### config.mk
export PLATFORM = sky130hd
export DESIGN_NAME = dc_motor_rk4_step
export DESIGN_NICKNAME = d
export VERILOG_FILES = /design/src/sv/dcm_pkg.sv /design/src/sv/dcm_mul.sv /design/src/sv/dcm_div6.sv /design/src/sv/dcm_datapath.sv /design/src/sv/dcm_ctrl.sv /design/src/sv/dc_motor_rk4_step.sv
export SDC_FILE = /design/constraint.sdc
export NUM_CORES = 2
export LEC_CHECK = 0
export BUFFER_PORTS_ARGS = -buffer_cell sky130_fd_sc_hd__buf_4
export CAP_MARGIN = 25
export CORE_UTILIZATION = 60
export CTS_CLUSTER_DIAMETER = 100
export DETAILED_ROUTE_END_ITERATION = 8
export PLACE_DENSITY = 0.83
export SKIP_LAST_GASP = 1
export SYNTH_ARGS = -nofsm -noshare
export SYNTH_HDL_FRONTEND = slang
export SYNTH_HIERARCHICAL = 1
export SYNTH_SLANG_ARGS = --single-unit
export TNS_END_PERCENT = 100
### constraint.sdc
create_clock -name i_clk -period 17.69 [get_ports i_clk]
set_clock_uncertainty 0.1 [all_clocks]
set_input_delay 1.769 -clock i_clk [delete_from_list [all_inputs] [get_ports i_clk]]
set_output_delay 1.769 -clock i_clk [all_outputs]
set_load 0.01 [all_outputs]
### src/sv/dcm_pkg.sv
package dcm_pkg;

    typedef struct packed {
        logic signed [31:0] drive_voltage;
        logic signed [31:0] load_torque;
    } t_in;

    typedef struct packed {
        logic signed [31:0] armature_current;
        logic signed [31:0] angular_speed;
        logic signed [31:0] speed_rpm;
    } t_out;

    // configuration port
    localparam int CFG_IDX_W  = 3;
    localparam int CFG_DATA_W = 32;

    localparam logic [CFG_IDX_W-1:0] CFG_MOTOR_CONSTANT = 3'd0;
    localparam logic [CFG_IDX_W-1:0] CFG_INV_RESISTANCE = 3'd1;
    localparam logic [CFG_IDX_W-1:0] CFG_INV_DAMPING    = 3'd2;
    localparam logic [CFG_IDX_W-1:0] CFG_ELEC_RATIO     = 3'd3;
    localparam logic [CFG_IDX_W-1:0] CFG_MECH_RATIO     = 3'd4;

    localparam logic [30:0] RST_MOTOR_CONSTANT = 31'd18350;
    localparam logic [30:0] RST_INV_RESISTANCE = 31'd131072;
    localparam logic [30:0] RST_INV_DAMPING    = 31'd327680000;
    localparam logic [31:0] RST_ELEC_RATIO     = 32'd134217728;
    localparam logic [31:0] RST_MECH_RATIO     = 32'd85899;

    // 60 / (2 * 3.1415) in Q8.24
    localparam logic [31:0] RPM_FACTOR  = 32'd160215337;
    localparam int          RPM_SHIFT   = 24;
    localparam int          RATIO_SHIFT = 32;

    typedef enum logic [2:0] {
        U_NOP,
        U_ALU,
        U_MUL,
        U_DIV,
        U_TGT,
        U_OUT
    } t_kind;

    typedef enum logic [1:0] {
        A_STATE,
        A_TGT,
        A_VOLT,
        A_PROD
    } t_asel;

    typedef enum logic [2:0] {
        B_ZERO,
        B_HALF_P,
        B_PROD,
        B_LOAD,
        B_ACC,
        B_STATE,
        B_QUOT
    } t_bsel;

    typedef enum logic {
        D_ACC,
        D_STATE
    } t_dest;

    typedef enum logic [2:0] {
        M_MC,
        M_IR,
        M_ID,
        M_RATIO,
        M_RPM
    } t_msel;

    typedef enum logic [1:0] {
        S_NONE,
        S_LOAD,
        S_DBL,
        S_ONE
    } t_sum;

    typedef enum logic [1:0] {
        SH_FRAC,
        SH_RATIO,
        SH_RPM
    } t_shift;

    typedef struct packed {
        t_kind kind;
        t_asel a_sel;
        t_bsel b_sel;
        logic  sub;
        t_dest dest;
        logic  mech;
        t_msel msel;
        t_sum  sum;
    } t_uop;

    typedef struct packed {
        logic go;
        logic in_load;
        t_uop uop;
    } t_cmd;

    typedef struct packed {
        logic mul_done;
        logic div_done;
    } t_stat;

    localparam int PC_W = 6;

    localparam logic [PC_W-1:0] LAG_E_BASE = 6'd5;
    localparam logic [PC_W-1:0] LAG_M_BASE = 6'd24;
    localparam logic [PC_W-1:0] LAG_LEN    = 6'd14;

    function automatic t_uop uop_ctl(input t_kind kind, input t_sum sum);
        t_uop u;
        u.kind  = kind;
        u.a_sel = A_STATE;
        u.b_sel = B_ZERO;
        u.sub   = 1'b0;
        u.dest  = D_ACC;
        u.mech  = 1'b0;
        u.msel  = M_MC;
        u.sum   = sum;
        return u;
    endfunction

    function automatic t_uop uop_alu(input t_asel a_sel, input t_bsel b_sel, input logic sub,
                                     input t_dest dest, input logic mech, input t_sum sum);
        t_uop u;
        u       = uop_ctl(U_ALU, sum);
        u.a_sel = a_sel;
        u.b_sel = b_sel;
        u.sub   = sub;
        u.dest  = dest;
        u.mech  = mech;
        return u;
    endfunction

    function automatic t_uop uop_mul(input t_msel msel, input logic mech);
        t_uop u;
        u      = uop_ctl(U_MUL, S_NONE);
        u.msel = msel;
        u.mech = mech;
        return u;
    endfunction

    // one rk4 lag step, x is the state picked by mech
    function automatic t_uop lag_uop(input logic [3:0] idx, input logic mech);
        t_uop u;
        unique case (idx)
            4'd0:    u = uop_alu(A_TGT, B_STATE, 1'b1, D_ACC, mech, S_NONE);
            4'd1:    u = uop_mul(M_RATIO, mech);
            4'd2:    u = uop_alu(A_STATE, B_HALF_P, 1'b0, D_ACC, mech, S_LOAD);
            4'd3:    u = uop_alu(A_TGT, B_ACC, 1'b1, D_ACC, mech, S_NONE);
            4'd4:    u = uop_mul(M_RATIO, mech);
            4'd5:    u = uop_alu(A_STATE, B_HALF_P, 1'b0, D_ACC, mech, S_DBL);
            4'd6:    u = uop_alu(A_TGT, B_ACC, 1'b1, D_ACC, mech, S_NONE);
            4'd7:    u = uop_mul(M_RATIO, mech);
            4'd8:    u = uop_alu(A_STATE, B_PROD, 1'b0, D_ACC, mech, S_DBL);
            4'd9:    u = uop_alu(A_TGT, B_ACC, 1'b1, D_ACC, mech, S_NONE);
            4'd10:   u = uop_mul(M_RATIO, mech);
            4'd11:   u = uop_ctl(U_NOP, S_ONE);
            4'd12:   u = uop_ctl(U_DIV, S_NONE);
            4'd13:   u = uop_alu(A_STATE, B_QUOT, 1'b0, D_STATE, mech, S_NONE);
            default: u = uop_ctl(U_NOP, S_NONE);
        endcase
        return u;
    endfunction

    function automatic t_uop dcm_uop(input logic [PC_W-1:0] pc);
        t_uop u;
        if (pc >= LAG_E_BASE && pc < LAG_E_BASE + LAG_LEN) begin
            u = lag_uop(4'(pc - LAG_E_BASE), 1'b0);
        end else if (pc >= LAG_M_BASE && pc < LAG_M_BASE + LAG_LEN) begin
            u = lag_uop(4'(pc - LAG_M_BASE), 1'b1);
        end else begin
            unique case (pc)
                6'd0:    u = uop_alu(A_STATE, B_ZERO, 1'b0, D_ACC, 1'b1, S_NONE);
                6'd1:    u = uop_mul(M_MC, 1'b0);
                6'd2:    u = uop_alu(A_VOLT, B_PROD, 1'b1, D_ACC, 1'b0, S_NONE);
                6'd3:    u = uop_mul(M_IR, 1'b0);
                6'd4:    u = uop_ctl(U_TGT, S_NONE);
                6'd19:   u = uop_alu(A_STATE, B_ZERO, 1'b0, D_ACC, 1'b0, S_NONE);
                6'd20:   u = uop_mul(M_MC, 1'b0);
                6'd21:   u = uop_alu(A_PROD, B_LOAD, 1'b1, D_ACC, 1'b0, S_NONE);
                6'd22:   u = uop_mul(M_ID, 1'b1);
                6'd23:   u = uop_ctl(U_TGT, S_NONE);
                6'd38:   u = uop_alu(A_STATE, B_ZERO, 1'b0, D_ACC, 1'b1, S_NONE);
                6'd39:   u = uop_mul(M_RPM, 1'b1);
                6'd40:   u = uop_ctl(U_OUT, S_NONE);
                default: u = uop_ctl(U_NOP, S_NONE);
            endcase
        end
        return u;
    endfunction

endpackage

### src/sv/dcm_mul.sv
module dcm_mul import dcm_pkg::*; #(
    parameter int DATA_WIDTH = 32,
    parameter int FRAC_BITS  = 16
) (
    input  logic                         i_clk,
    input  logic                         i_rst_n,
    input  logic                         i_start,
    input  logic signed [DATA_WIDTH-1:0] i_a,
    input  logic        [31:0]           i_b,
    input  t_shift                       i_shift,
    output logic                         o_done,
    output logic signed [DATA_WIDTH-1:0] o_res
);

    localparam int DW = DATA_WIDTH;
    localparam int NP = (DW + 31) / 32;
    localparam int MW = NP * 32;
    localparam int PW = MW + 32;
    localparam int CW = (NP > 1) ? $clog2(NP) : 1;

    localparam logic [DW-1:0] LIM_MAX = {1'b0, {(DW-1){1'b1}}};
    localparam logic [DW-1:0] LIM_MIN = {1'b1, {(DW-1){1'b0}}};

    logic [MW-1:0] r_mag;
    logic          r_neg;
    logic [31:0]   r_b;
    t_shift        r_sh;
    logic [PW-1:0] r_acc;
    logic [CW-1:0] r_cnt;
    logic          r_busy;
    logic          r_fin;
    logic          r_done;
    logic [DW-1:0] r_res;

    logic [DW-1:0] a_mag;
    logic [63:0]   part;
    logic          last;
    logic [PW-1:0] shifted;
    logic [DW-1:0] low;
    logic          over_pos;
    logic          over_neg;
    logic [DW-1:0] n_res;

    assign a_mag = i_a[DW-1] ? DW'(-i_a) : DW'(i_a);
    assign part  = 64'(r_mag[31:0]) * 64'(r_b);
    assign last  = (r_cnt == CW'(NP - 1));

    always_comb begin
        unique case (r_sh)
            SH_FRAC:  shifted = r_acc >> FRAC_BITS;
            SH_RATIO: shifted = r_acc >> RATIO_SHIFT;
            SH_RPM:   shifted = r_acc >> RPM_SHIFT;
            default:  shifted = r_acc >> FRAC_BITS;
        endcase
        low      = shifted[DW-1:0];
        over_pos = |shifted[PW-1:DW-1];
        over_neg = (|shifted[PW-1:DW]) || (shifted[DW-1] && (|shifted[DW-2:0]));
        if (r_neg) begin
            n_res = over_neg ? LIM_MIN : -low;
        end else begin
            n_res = over_pos ? LIM_MAX : low;
        end
    end

    always_ff @(posedge i_clk) begin
        if (!i_rst_n) begin
            r_busy <= 1'b0;
            r_fin  <= 1'b0;
            r_done <= 1'b0;
        end else begin
            r_done <= r_fin;
            r_fin  <= r_busy && last;
            if (i_start) begin
                r_busy <= 1'b1;
            end else if (r_busy && last) begin
                r_busy <= 1'b0;
            end
        end
    end

    // one 32-bit slice of the magnitude per cycle
    always_ff @(posedge i_clk) begin
        if (i_start) begin
            r_mag <= MW'(a_mag);
            r_neg <= i_a[DW-1];
            r_b   <= i_b;
            r_sh  <= i_shift;
            r_acc <= '0;
            r_cnt <= '0;
        end else if (r_busy) begin
            r_mag <= MW'({32'd0, r_mag} >> 32);
            r_acc <= r_acc + (PW'(part) << {r_cnt, 5'd0});
            r_cnt <= r_cnt + CW'(1);
        end
        if (r_fin) begin
            r_res <= n_res;
        end
    end

    assign o_done = r_done;
    assign o_res  = r_res;

endmodule

### src/sv/dcm_div6.sv
module dcm_div6 #(
    parameter int DATA_WIDTH = 32
) (
    input  logic                         i_clk,
    input  logic                         i_rst_n,
    input  logic                         i_start,
    input  logic signed [DATA_WIDTH-1:0] i_num,
    output logic                         o_done,
    output logic signed [DATA_WIDTH-1:0] o_quot
);

    localparam int DW = DATA_WIDTH;
    localparam int DG = (DW + 3) / 4;
    localparam int QW = DG * 4;
    localparam int CW = $clog2(DG);

    logic [QW-1:0] r_sh;
    logic [2:0]    r_rem;
    logic          r_neg;
    logic [CW-1:0] r_cnt;
    logic          r_busy;
    logic          r_fin;
    logic          r_done;
    logic [DW-1:0] r_quot;

    logic [DW-1:0] n_mag;
    logic [6:0]    v;
    logic [12:0]   vp;
    logic [3:0]    qd;
    logic [6:0]    rem_full;
    logic          last;
    logic [DW-1:0] q;

    assign n_mag = i_num[DW-1] ? DW'(-i_num) : DW'(i_num);

    // remainder stays below six, so v < 96 and v*43 >> 8 is the exact digit
    assign v        = {r_rem, r_sh[QW-1 -: 4]};
    assign vp       = 13'(v) * 13'd43;
    assign qd       = vp[11:8];
    assign rem_full = v - 7'(qd) * 7'd6;
    assign last     = (r_cnt == CW'(DG - 1));
    assign q        = r_sh[DW-1:0];

    always_ff @(posedge i_clk) begin
        if (!i_rst_n) begin
            r_busy <= 1'b0;
            r_fin  <= 1'b0;
            r_done <= 1'b0;
        end else begin
            r_done <= r_fin;
            r_fin  <= r_busy && last;
            if (i_start) begin
                r_busy <= 1'b1;
            end else if (r_busy && last) begin
                r_busy <= 1'b0;
            end
        end
    end

    // one hex digit per cycle, quotient shifts in behind the dividend
    always_ff @(posedge i_clk) begin
        if (i_start) begin
            r_sh  <= QW'(n_mag);
            r_rem <= 3'd0;
            r_neg <= i_num[DW-1];
            r_cnt <= '0;
        end else if (r_busy) begin
            r_sh  <= {r_sh[QW-5:0], qd};
            r_rem <= rem_full[2:0];
            r_cnt <= r_cnt + CW'(1);
        end
        if (r_fin) begin
            r_quot <= r_neg ? -q : q;
        end
    end

    assign o_done = r_done;
    assign o_quot = r_quot;

endmodule

### src/sv/dcm_datapath.sv
module dcm_datapath import dcm_pkg::*; #(
    parameter int DATA_WIDTH = 32,
    parameter int FRAC_BITS  = 16
) (
    input  logic                  i_clk,
    input  logic                  i_rst_n,
    input  logic                  i_cfg_we,
    input  logic [CFG_IDX_W-1:0]  i_cfg_index,
    input  logic [CFG_DATA_W-1:0] i_cfg_data,
    input  t_in                   i_in_data,
    input  t_cmd                  i_cmd,
    output t_stat                 o_stat,
    output t_out                  o_out_data
);

    localparam int DW = DATA_WIDTH;
    localparam int AW = ((DW > 32) ? DW : 32) + 2;
    localparam int XW = (DW > 32) ? DW : 33;
    localparam bit FOLD_MIN = (DW == 64);

    localparam logic signed [DW-1:0] LIM_MAX = {1'b0, {(DW-1){1'b1}}};
    localparam logic signed [DW-1:0] LIM_MIN = {1'b1, {(DW-1){1'b0}}};
    localparam logic signed [AW-1:0] MAX_EXT = AW'(LIM_MAX);
    localparam logic signed [AW-1:0] MIN_EXT = AW'(LIM_MIN);
    localparam logic signed [XW-1:0] O_MAX   = XW'(64'sd2147483647);
    localparam logic signed [XW-1:0] O_MIN   = XW'(-64'sd2147483648);

    logic [30:0]            r_mc;
    logic [30:0]            r_ir;
    logic [30:0]            r_id;
    logic [31:0]            r_er;
    logic [31:0]            r_mr;
    logic signed [DW-1:0]   r_cur;
    logic signed [DW-1:0]   r_spd;
    logic signed [31:0]     r_volt;
    logic signed [31:0]     r_load;
    logic signed [DW-1:0]   r_acc;
    logic signed [DW-1:0]   r_tgt;
    logic signed [DW-1:0]   r_sum;
    t_out                   r_out;

    t_uop                   uop;
    logic                   alu_we;
    logic                   mul_go;
    logic                   div_go;
    logic signed [DW-1:0]   state_sel;
    logic signed [DW-1:0]   prod;
    logic signed [DW-1:0]   quot;
    logic signed [DW-1:0]   p_adj;
    logic signed [DW-1:0]   half_p;
    logic signed [AW-1:0]   op_a;
    logic signed [AW-1:0]   op_b;
    logic signed [AW-1:0]   b_fix;
    logic signed [AW-1:0]   raw;
    logic signed [DW-1:0]   alu_res;
    logic signed [DW-1:0]   dbl_p;
    logic signed [DW-1:0]   n_sum;
    logic [31:0]            mul_b;
    t_shift                 mul_sh;
    logic                   mul_done;
    logic                   div_done;

    function automatic logic signed [AW-1:0] ext_dw(input logic signed [DW-1:0] v);
        return AW'(v);
    endfunction

    function automatic logic signed [AW-1:0] ext32(input logic signed [31:0] v);
        return AW'(v);
    endfunction

    function automatic logic signed [DW-1:0] clampd(input logic signed [AW-1:0] v);
        logic signed [DW-1:0] r;
        if (v > MAX_EXT) begin
            r = LIM_MAX;
        end else if (v < MIN_EXT) begin
            r = LIM_MIN;
        end else begin
            r = v[DW-1:0];
        end
        return r;
    endfunction

    function automatic logic [31:0] sat32(input logic signed [DW-1:0] v);
        logic signed [XW-1:0] x;
        logic [31:0]          r;
        x = XW'(v);
        if (x > O_MAX) begin
            r = O_MAX[31:0];
        end else if (x < O_MIN) begin
            r = O_MIN[31:0];
        end else begin
            r = x[31:0];
        end
        return r;
    endfunction

    assign uop       = i_cmd.uop;
    assign alu_we    = i_cmd.go && (uop.kind == U_ALU);
    assign mul_go    = i_cmd.go && (uop.kind == U_MUL);
    assign div_go    = i_cmd.go && (uop.kind == U_DIV);
    assign state_sel = uop.mech ? r_spd : r_cur;

    // halving rounds toward zero
    assign p_adj  = prod + $signed({{(DW-1){1'b0}}, prod[DW-1]});
    assign half_p = p_adj >>> 1;

    always_comb begin
        unique case (uop.a_sel)
            A_STATE: op_a = ext_dw(state_sel);
            A_TGT:   op_a = ext_dw(r_tgt);
            A_VOLT:  op_a = ext32(r_volt);
            A_PROD:  op_a = ext_dw(prod);
            default: op_a = ext_dw(state_sel);
        endcase
        unique case (uop.b_sel)
            B_ZERO:   op_b = '0;
            B_HALF_P: op_b = ext_dw(half_p);
            B_PROD:   op_b = ext_dw(prod);
            B_LOAD:   op_b = ext32(r_load);
            B_ACC:    op_b = ext_dw(r_acc);
            B_STATE:  op_b = ext_dw(state_sel);
            B_QUOT:   op_b = ext_dw(quot);
            default:  op_b = '0;
        endcase
        // at full 64-bit width the negated minimum folds to the maximum
        if (FOLD_MIN && uop.sub && (op_b == MIN_EXT)) begin
            b_fix = op_b + AW'(1);
        end else begin
            b_fix = op_b;
        end
        raw     = uop.sub ? (op_a - b_fix) : (op_a + b_fix);
        alu_res = clampd(raw);
    end

    always_comb begin
        dbl_p = clampd(ext_dw(prod) + ext_dw(prod));
        unique case (uop.sum)
            S_NONE:  n_sum = r_sum;
            S_LOAD:  n_sum = prod;
            S_DBL:   n_sum = clampd(ext_dw(r_sum) + ext_dw(dbl_p));
            S_ONE:   n_sum = clampd(ext_dw(r_sum) + ext_dw(prod));
            default: n_sum = r_sum;
        endcase
    end

    always_comb begin
        unique case (uop.msel)
            M_MC: begin
                mul_b  = {1'b0, r_mc};
                mul_sh = SH_FRAC;
            end
            M_IR: begin
                mul_b  = {1'b0, r_ir};
                mul_sh = SH_FRAC;
            end
            M_ID: begin
                mul_b  = {1'b0, r_id};
                mul_sh = SH_FRAC;
            end
            M_RATIO: begin
                mul_b  = uop.mech ? r_mr : r_er;
                mul_sh = SH_RATIO;
            end
            M_RPM: begin
                mul_b  = RPM_FACTOR;
                mul_sh = SH_RPM;
            end
            default: begin
                mul_b  = {1'b0, r_mc};
                mul_sh = SH_FRAC;
            end
        endcase
    end

    dcm_mul #(
        .DATA_WIDTH (DW),
        .FRAC_BITS  (FRAC_BITS)
    ) u_mul (
        .i_clk   (i_clk),
        .i_rst_n (i_rst_n),
        .i_start (mul_go),
        .i_a     (r_acc),
        .i_b     (mul_b),
        .i_shift (mul_sh),
        .o_done  (mul_done),
        .o_res   (prod)
    );

    dcm_div6 #(
        .DATA_WIDTH (DW)
    ) u_div (
        .i_clk   (i_clk),
        .i_rst_n (i_rst_n),
        .i_start (div_go),
        .i_num   (r_sum),
        .o_done  (div_done),
        .o_quot  (quot)
    );

    always_ff @(posedge i_clk) begin
        if (!i_rst_n) begin
            r_mc  <= RST_MOTOR_CONSTANT;
            r_ir  <= RST_INV_RESISTANCE;
            r_id  <= RST_INV_DAMPING;
            r_er  <= RST_ELEC_RATIO;
            r_mr  <= RST_MECH_RATIO;
            r_cur <= '0;
            r_spd <= '0;
        end else begin
            if (i_cfg_we) begin
                unique case (i_cfg_index)
                    CFG_MOTOR_CONSTANT: r_mc <= i_cfg_data[30:0];
                    CFG_INV_RESISTANCE: r_ir <= i_cfg_data[30:0];
                    CFG_INV_DAMPING:    r_id <= i_cfg_data[30:0];
                    CFG_ELEC_RATIO:     r_er <= i_cfg_data;
                    CFG_MECH_RATIO:     r_mr <= i_cfg_data;
                    default: ;
                endcase
            end
            if (alu_we && (uop.dest == D_STATE)) begin
                if (uop.mech) begin
                    r_spd <= alu_res;
                end else begin
                    r_cur <= alu_res;
                end
            end
        end
    end

    always_ff @(posedge i_clk) begin
        if (i_cmd.in_load) begin
            r_volt <= i_in_data.drive_voltage;
            r_load <= i_in_data.load_torque;
        end
        if (alu_we && (uop.dest == D_ACC)) begin
            r_acc <= alu_res;
        end
        if (i_cmd.go) begin
            r_sum <= n_sum;
        end
        if (i_cmd.go && (uop.kind == U_TGT)) begin
            r_tgt <= prod;
        end
        if (i_cmd.go && (uop.kind == U_OUT)) begin
            r_out.armature_current <= sat32(r_cur);
            r_out.angular_speed    <= sat32(r_spd);
            r_out.speed_rpm        <= sat32(prod);
        end
    end

    assign o_stat.mul_done = mul_done;
    assign o_stat.div_done = div_done;
    assign o_out_data      = r_out;

endmodule

### src/sv/dcm_ctrl.sv
module dcm_ctrl import dcm_pkg::*; (
    input  logic  i_clk,
    input  logic  i_rst_n,
    input  logic  i_in_valid,
    output logic  o_in_stall,
    output logic  o_out_valid,
    input  logic  i_out_stall,
    input  t_stat i_stat,
    output t_cmd  o_cmd
);

    typedef enum logic [1:0] {
        S_IDLE,
        S_RUN,
        S_WAIT
    } t_state;

    t_state          r_state;
    t_state          n_state;
    logic [PC_W-1:0] r_pc;
    logic [PC_W-1:0] n_pc;
    logic            r_out_valid;
    logic            n_out_valid;
    t_uop            uop;
    logic            go;
    logic            in_load;

    assign uop = dcm_uop(r_pc);

    always_comb begin
        n_state     = r_state;
        n_pc        = r_pc;
        n_out_valid = r_out_valid && i_out_stall;
        go          = 1'b0;
        in_load     = 1'b0;
        unique case (r_state)
            S_IDLE: begin
                if (i_in_valid) begin
                    in_load = 1'b1;
                    n_pc    = '0;
                    n_state = S_RUN;
                end
            end
            S_RUN: begin
                unique case (uop.kind)
                    U_MUL, U_DIV: begin
                        go      = 1'b1;
                        n_state = S_WAIT;
                    end
                    U_OUT: begin
                        // load the result beat only once the output slot is free
                        if (!r_out_valid || !i_out_stall) begin
                            go          = 1'b1;
                            n_out_valid = 1'b1;
                            n_state     = S_IDLE;
                        end
                    end
                    default: begin
                        go   = 1'b1;
                        n_pc = r_pc + PC_W'(1);
                    end
                endcase
            end
            S_WAIT: begin
                if (i_stat.mul_done || i_stat.div_done) begin
                    n_pc    = r_pc + PC_W'(1);
                    n_state = S_RUN;
                end
            end
            default: n_state = S_IDLE;
        endcase
    end

    always_ff @(posedge i_clk) begin
        if (!i_rst_n) begin
            r_state     <= S_IDLE;
            r_pc        <= '0;
            r_out_valid <= 1'b0;
        end else begin
            r_state     <= n_state;
            r_pc        <= n_pc;
            r_out_valid <= n_out_valid;
        end
    end

    assign o_in_stall    = (r_state != S_IDLE);
    assign o_out_valid   = r_out_valid;
    assign o_cmd.go      = go;
    assign o_cmd.in_load = in_load;
    assign o_cmd.uop     = uop;

endmodule

### src/sv/dc_motor_rk4_step.sv
// dc motor model, one simulation tick per input beat
// input channel: drive voltage and load torque (signed Q16.16), accepted when
// i_in_valid is high and o_in_stall is low; output channel: armature current,
// rotor speed and speed in rpm, taken when o_out_valid is high and i_out_stall
// is low. configuration registers are written through i_cfg_we / i_cfg_index /
// i_cfg_data; the user must write them only while no tick is in flight; the
// block itself does not enforce this. a sequencer walks a fixed micro-program
// over one shared multiplier and a digit-serial divide-by-six unit, one tick at
// a time. the micro-program runs thirteen products through the multiplier, each
// in NP = ceil(DATA_WIDTH/32) slices of 32 bits, and two divisions through the
// divider, each in DG = ceil(DATA_WIDTH/4) hex digits, one operation at a time.
// the next beat can be taken in the cycle after the result is loaded.
// the result sits in an output register; a stall there holds it and lets the
// next tick run, which waits at its end until the register is free.
// reset clears current and speed to zero and loads the default configuration.
module dc_motor_rk4_step import dcm_pkg::*; #(
    parameter int DATA_WIDTH = 32,
    parameter int FRAC_BITS  = 16
) (
    input  logic                  i_clk,
    input  logic                  i_rst_n,
    input  logic                  i_cfg_we,
    input  logic [CFG_IDX_W-1:0]  i_cfg_index,
    input  logic [CFG_DATA_W-1:0] i_cfg_data,
    input  logic                  i_in_valid,
    output logic                  o_in_stall,
    input  t_in                   i_in_data,
    output logic                  o_out_valid,
    input  logic                  i_out_stall,
    output t_out                  o_out_data
);

    t_cmd  cmd;
    t_stat stat;

    dcm_ctrl u_ctrl (
        .i_clk       (i_clk),
        .i_rst_n     (i_rst_n),
        .i_in_valid  (i_in_valid),
        .o_in_stall  (o_in_stall),
        .o_out_valid (o_out_valid),
        .i_out_stall (i_out_stall),
        .i_stat      (stat),
        .o_cmd       (cmd)
    );

    dcm_datapath #(
        .DATA_WIDTH (DATA_WIDTH),
        .FRAC_BITS  (FRAC_BITS)
    ) u_datapath (
        .i_clk       (i_clk),
        .i_rst_n     (i_rst_n),
        .i_cfg_we    (i_cfg_we),
        .i_cfg_index (i_cfg_index),
        .i_cfg_data  (i_cfg_data),
        .i_in_data   (i_in_data),
        .i_cmd       (cmd),
        .o_stat      (stat),
        .o_out_data  (o_out_data)
    );

endmodule
==> results.sh <==
export IMPL_status="complete, no violations"
export IMPL_hold_viol=0
export IMPL_syn_num_nets=10400
export IMPL_required_ns=18.19
export IMPL_cts_resized=0
export IMPL_portBuffers=201
export IMPL_critPathMaxStageDelay_ns=0.65
export IMPL_synth_seq_cells=736
export IMPL_ios=202
export IMPL_wl_per_cell_um=23.0
export IMPL_grt_max_degree=131
export IMPL_clk_pin_slew_worst_paths_ns=0.06
export IMPL_clockRootBuffer="clkbuf_16"
export IMPL_drtIter0Drc=7434
export IMPL_tightest_slew_ns=1.13
export IMPL_area_delta_synth_final_pct=6.14
export IMPL_drt_pass1_iterations=7
export IMPL_via_per_inst=6.29
export IMPL_async_flop_share_pct=0
export IMPL_die_area_mm2=0.136
export IMPL_cp_data_arrival_time_ns=11.50
export IMPL_die_x_um=368
export IMPL_fin_tns_setup_ns=0
export IMPL_largest_reg_flops=96
export IMPL_die_h_um=368
export IMPL_synthFlopType="edfxtp_1"
export IMPL_yosys_cell_count_top_type="nand2_1"
export IMPL_start_util_pct=60.4
export IMPL_rr_endpoint="u_datapath/r_spd[23]$_SDFFE_PN0P_"
export IMPL_cp_slowest_cell="nand3_2"
export IMPL_yosysTopAreaCell="fa_1"
export IMPL_synthAdderAreaFrac_pct=30.2
export IMPL_synthXorXnorAreaFrac_pct=3.74
export IMPL_grt_pass1_vias=66600
export IMPL_vias=66300
export IMPL_critical_path_class="reg -> reg"
export IMPL_synthMuxAreaShare_pct=2.88
export IMPL_postRouteAntennaNets=0
export IMPL_post_dp_hpwl_mm=183
export IMPL_fillers=10500
export IMPL_end_kind="flop"
export IMPL_rrSetupSlack_ns=6.69
export IMPL_routed_wl_mm=242
export IMPL_period_share_pct=62.2
export IMPL_startpoint="u_ctrl/r_pc[1]$_SDFFE_PN0N_"
export IMPL_ff2ff_path_depth=33
export IMPL_antenna_found_initial=8
export IMPL_fmax_mhz=90.9
export IMPL_netlist_area_mm2=0.0805
export IMPL_setup_viol=0
export IMPL_overflow=0
export IMPL_slew_headroom_pct=24.5
export IMPL_holdBufCountCts=0
export IMPL_drv_cap=0
export IMPL_htree_num_levels=3
export IMPL_rsz0062_at_grt="no"
export IMPL_ys_warn_count=6
export IMPL_synth_seq_area_share_pct=23.5
export IMPL_cts_tree="done"
export IMPL_clk_path_buf_depth=3
export IMPL_critical_path_endpoint="u_datapath/r_spd[23]$_SDFFE_PN0P_"
export IMPL_hold_path_class="reg -> reg"
export IMPL_grt_pass1_wl_mm=378
export IMPL_critical_path_peak_fanout=60
export IMPL_synth_common_cells="nand2_1 (1171), inv_1 (972), fa_1 (906), and2_1 (622), clkbuf_1 (564)"
export IMPL_seqCellArea_mm2=0.0189
export IMPL_nets=10200
export IMPL_min_period_ns=11.00
export IMPL_drc_errors=0
export IMPL_grtUsageTotal_pct=35.6
export IMPL_layout_drive_gt1_share_pct=7.61
export IMPL_synth_simple_area_share_pct=18.2
export IMPL_synth_compound_area_share_pct=13.5
export IMPL_cts_sinks=736
export IMPL_core_area_mm2=0.133
export IMPL_post_cts_buffers=0
export IMPL_num_rows=134
export IMPL_clk_latency_ns=0.68
export IMPL_maxSlewViolCount=0
export IMPL_synth_area_top_cells="fa_1 (23%), edfxtp_1 (16%), dfxtp_1 (7.9%), ha_1 (7.4%), nand2_1 (5.5%)"
export IMPL_synthCells=8953
export IMPL_synth_top_family_by_area="adder cells"
export IMPL_ys_types=123
export IMPL_reg2reg_from="u_ctrl/r_pc[1]$_SDFFE_PN0N_"
export IMPL_multiInputGateArea_mm2=0.0553
export IMPL_gp_congestion=0.987
export IMPL_cts_buffers_inserted=77
export IMPL_synth_edf_count=420
export IMPL_start_kind="flop"
export IMPL_syn_area_per_cell_um2=8.99
export IMPL_synth_top_area_share_pct=22.5
==> critical path, delay by kind of cell, from the launching register on <==
kind,cells,cell delay (ns)
flip-flops,1,0.63
AND/OR/NAND/NOR,16,5.24
adder cells (fa/ha/maj),3,1.04
buffers and inverters,6,1.87
XOR/XNOR,1,0.19
AO/OA/AOI/OAI,7,1.77
==> cell usage in the layout, fill, tap and decap left out, drive strengths merged, types with 51 or more instances in the layout <==
cell,netlist,routed
nand2,1174,1174
inv,976,982
fa,906,906
and2,623,623
ha,476,476
nor2,436,436
edfxtp,420,420
a21oi,413,413
o21ai,407,407
buf,96,324
dfxtp,316,316
nand3,233,233
xnor2,220,220
a21o,145,145
a21boi,141,141
xor2,121,121
mux2i,102,102
clkbuf,568,100
nor3,86,86
nor2b,67,67
nand2b,65,65
nand4,64,64
o21bai,58,58
a31oi,57,57
a22oi,52,52
mux2,51,51
and3,51,51
==> layout make-up <==
cell class,count,share of cell area (%)
multi-input combinational,6577,64.8
sequential,736,22.2
inverter,976,4.29
timing repair buffer,325,3.15
tap,1768,2.59
clock buffer,99,2.39
clock inverter,44,0.618
antenna,6,0.0176
==> metrics by stage <==
stage	hold WS [ns]	util, %	instances	area [um2]	setup WS, ns
floorplan	0.332	-	8953	80500	7.43
global placement	0.332	61.8	10400	82400	6.70
detailed placement	0.336	62.0	10400	82600	6.81
CTS	0.356	63.9	10500	85200	6.76
global route	0.363	64.1	10500	85400	6.05
finish	0.356	64.1	10500	85400	6.69
==> worst min-delay path by stage <==
stage,cells past startpoint,startpoint,endpoint
2_1_floorplan,2,u_datapath/r_ir[17]$_SDFFE_PN1P_,u_datapath/r_ir[17]$_SDFFE_PN1P_
3_3_place_gp,0,u_datapath/r_cur[15]$_SDFFE_PN0P_,u_datapath/o_out_data[79]$_SDFFCE_PN1P_
3_5_place_dp,0,u_datapath/r_spd[22]$_SDFFE_PN0P_,u_datapath/o_out_data[54]$_SDFFCE_PN1P_
4_1_cts,0,u_datapath/r_spd[18]$_SDFFE_PN0P_,u_datapath/o_out_data[50]$_SDFFCE_PN1P_
5_1_grt,0,u_datapath/r_spd[18]$_SDFFE_PN0P_,u_datapath/o_out_data[50]$_SDFFCE_PN1P_
6_report,0,u_datapath/r_spd[18]$_SDFFE_PN0P_,u_datapath/o_out_data[50]$_SDFFCE_PN1P_
==> metal layers <==
metal	vias up	part of all wire [%]	GRT usage, %
li1	29200	-	-
met1	32600	38	46.7
met2	3767	46	56.4
met3	707	11	7.74
met4	12	4.9	16.3
met5	-	0.030	0
==> kinds of logic after synthesis <==
logic type	count (synthesis)
compound gates	1659
xor+xnor	342
fa+ha+maj	1406
buf+inv	1640
flops	736
mux	185
simple gates	2985
Power is left out: the tool's default activity adds up to more than one toggle a clock period on the data nets, which glitch-free logic cannot reach.
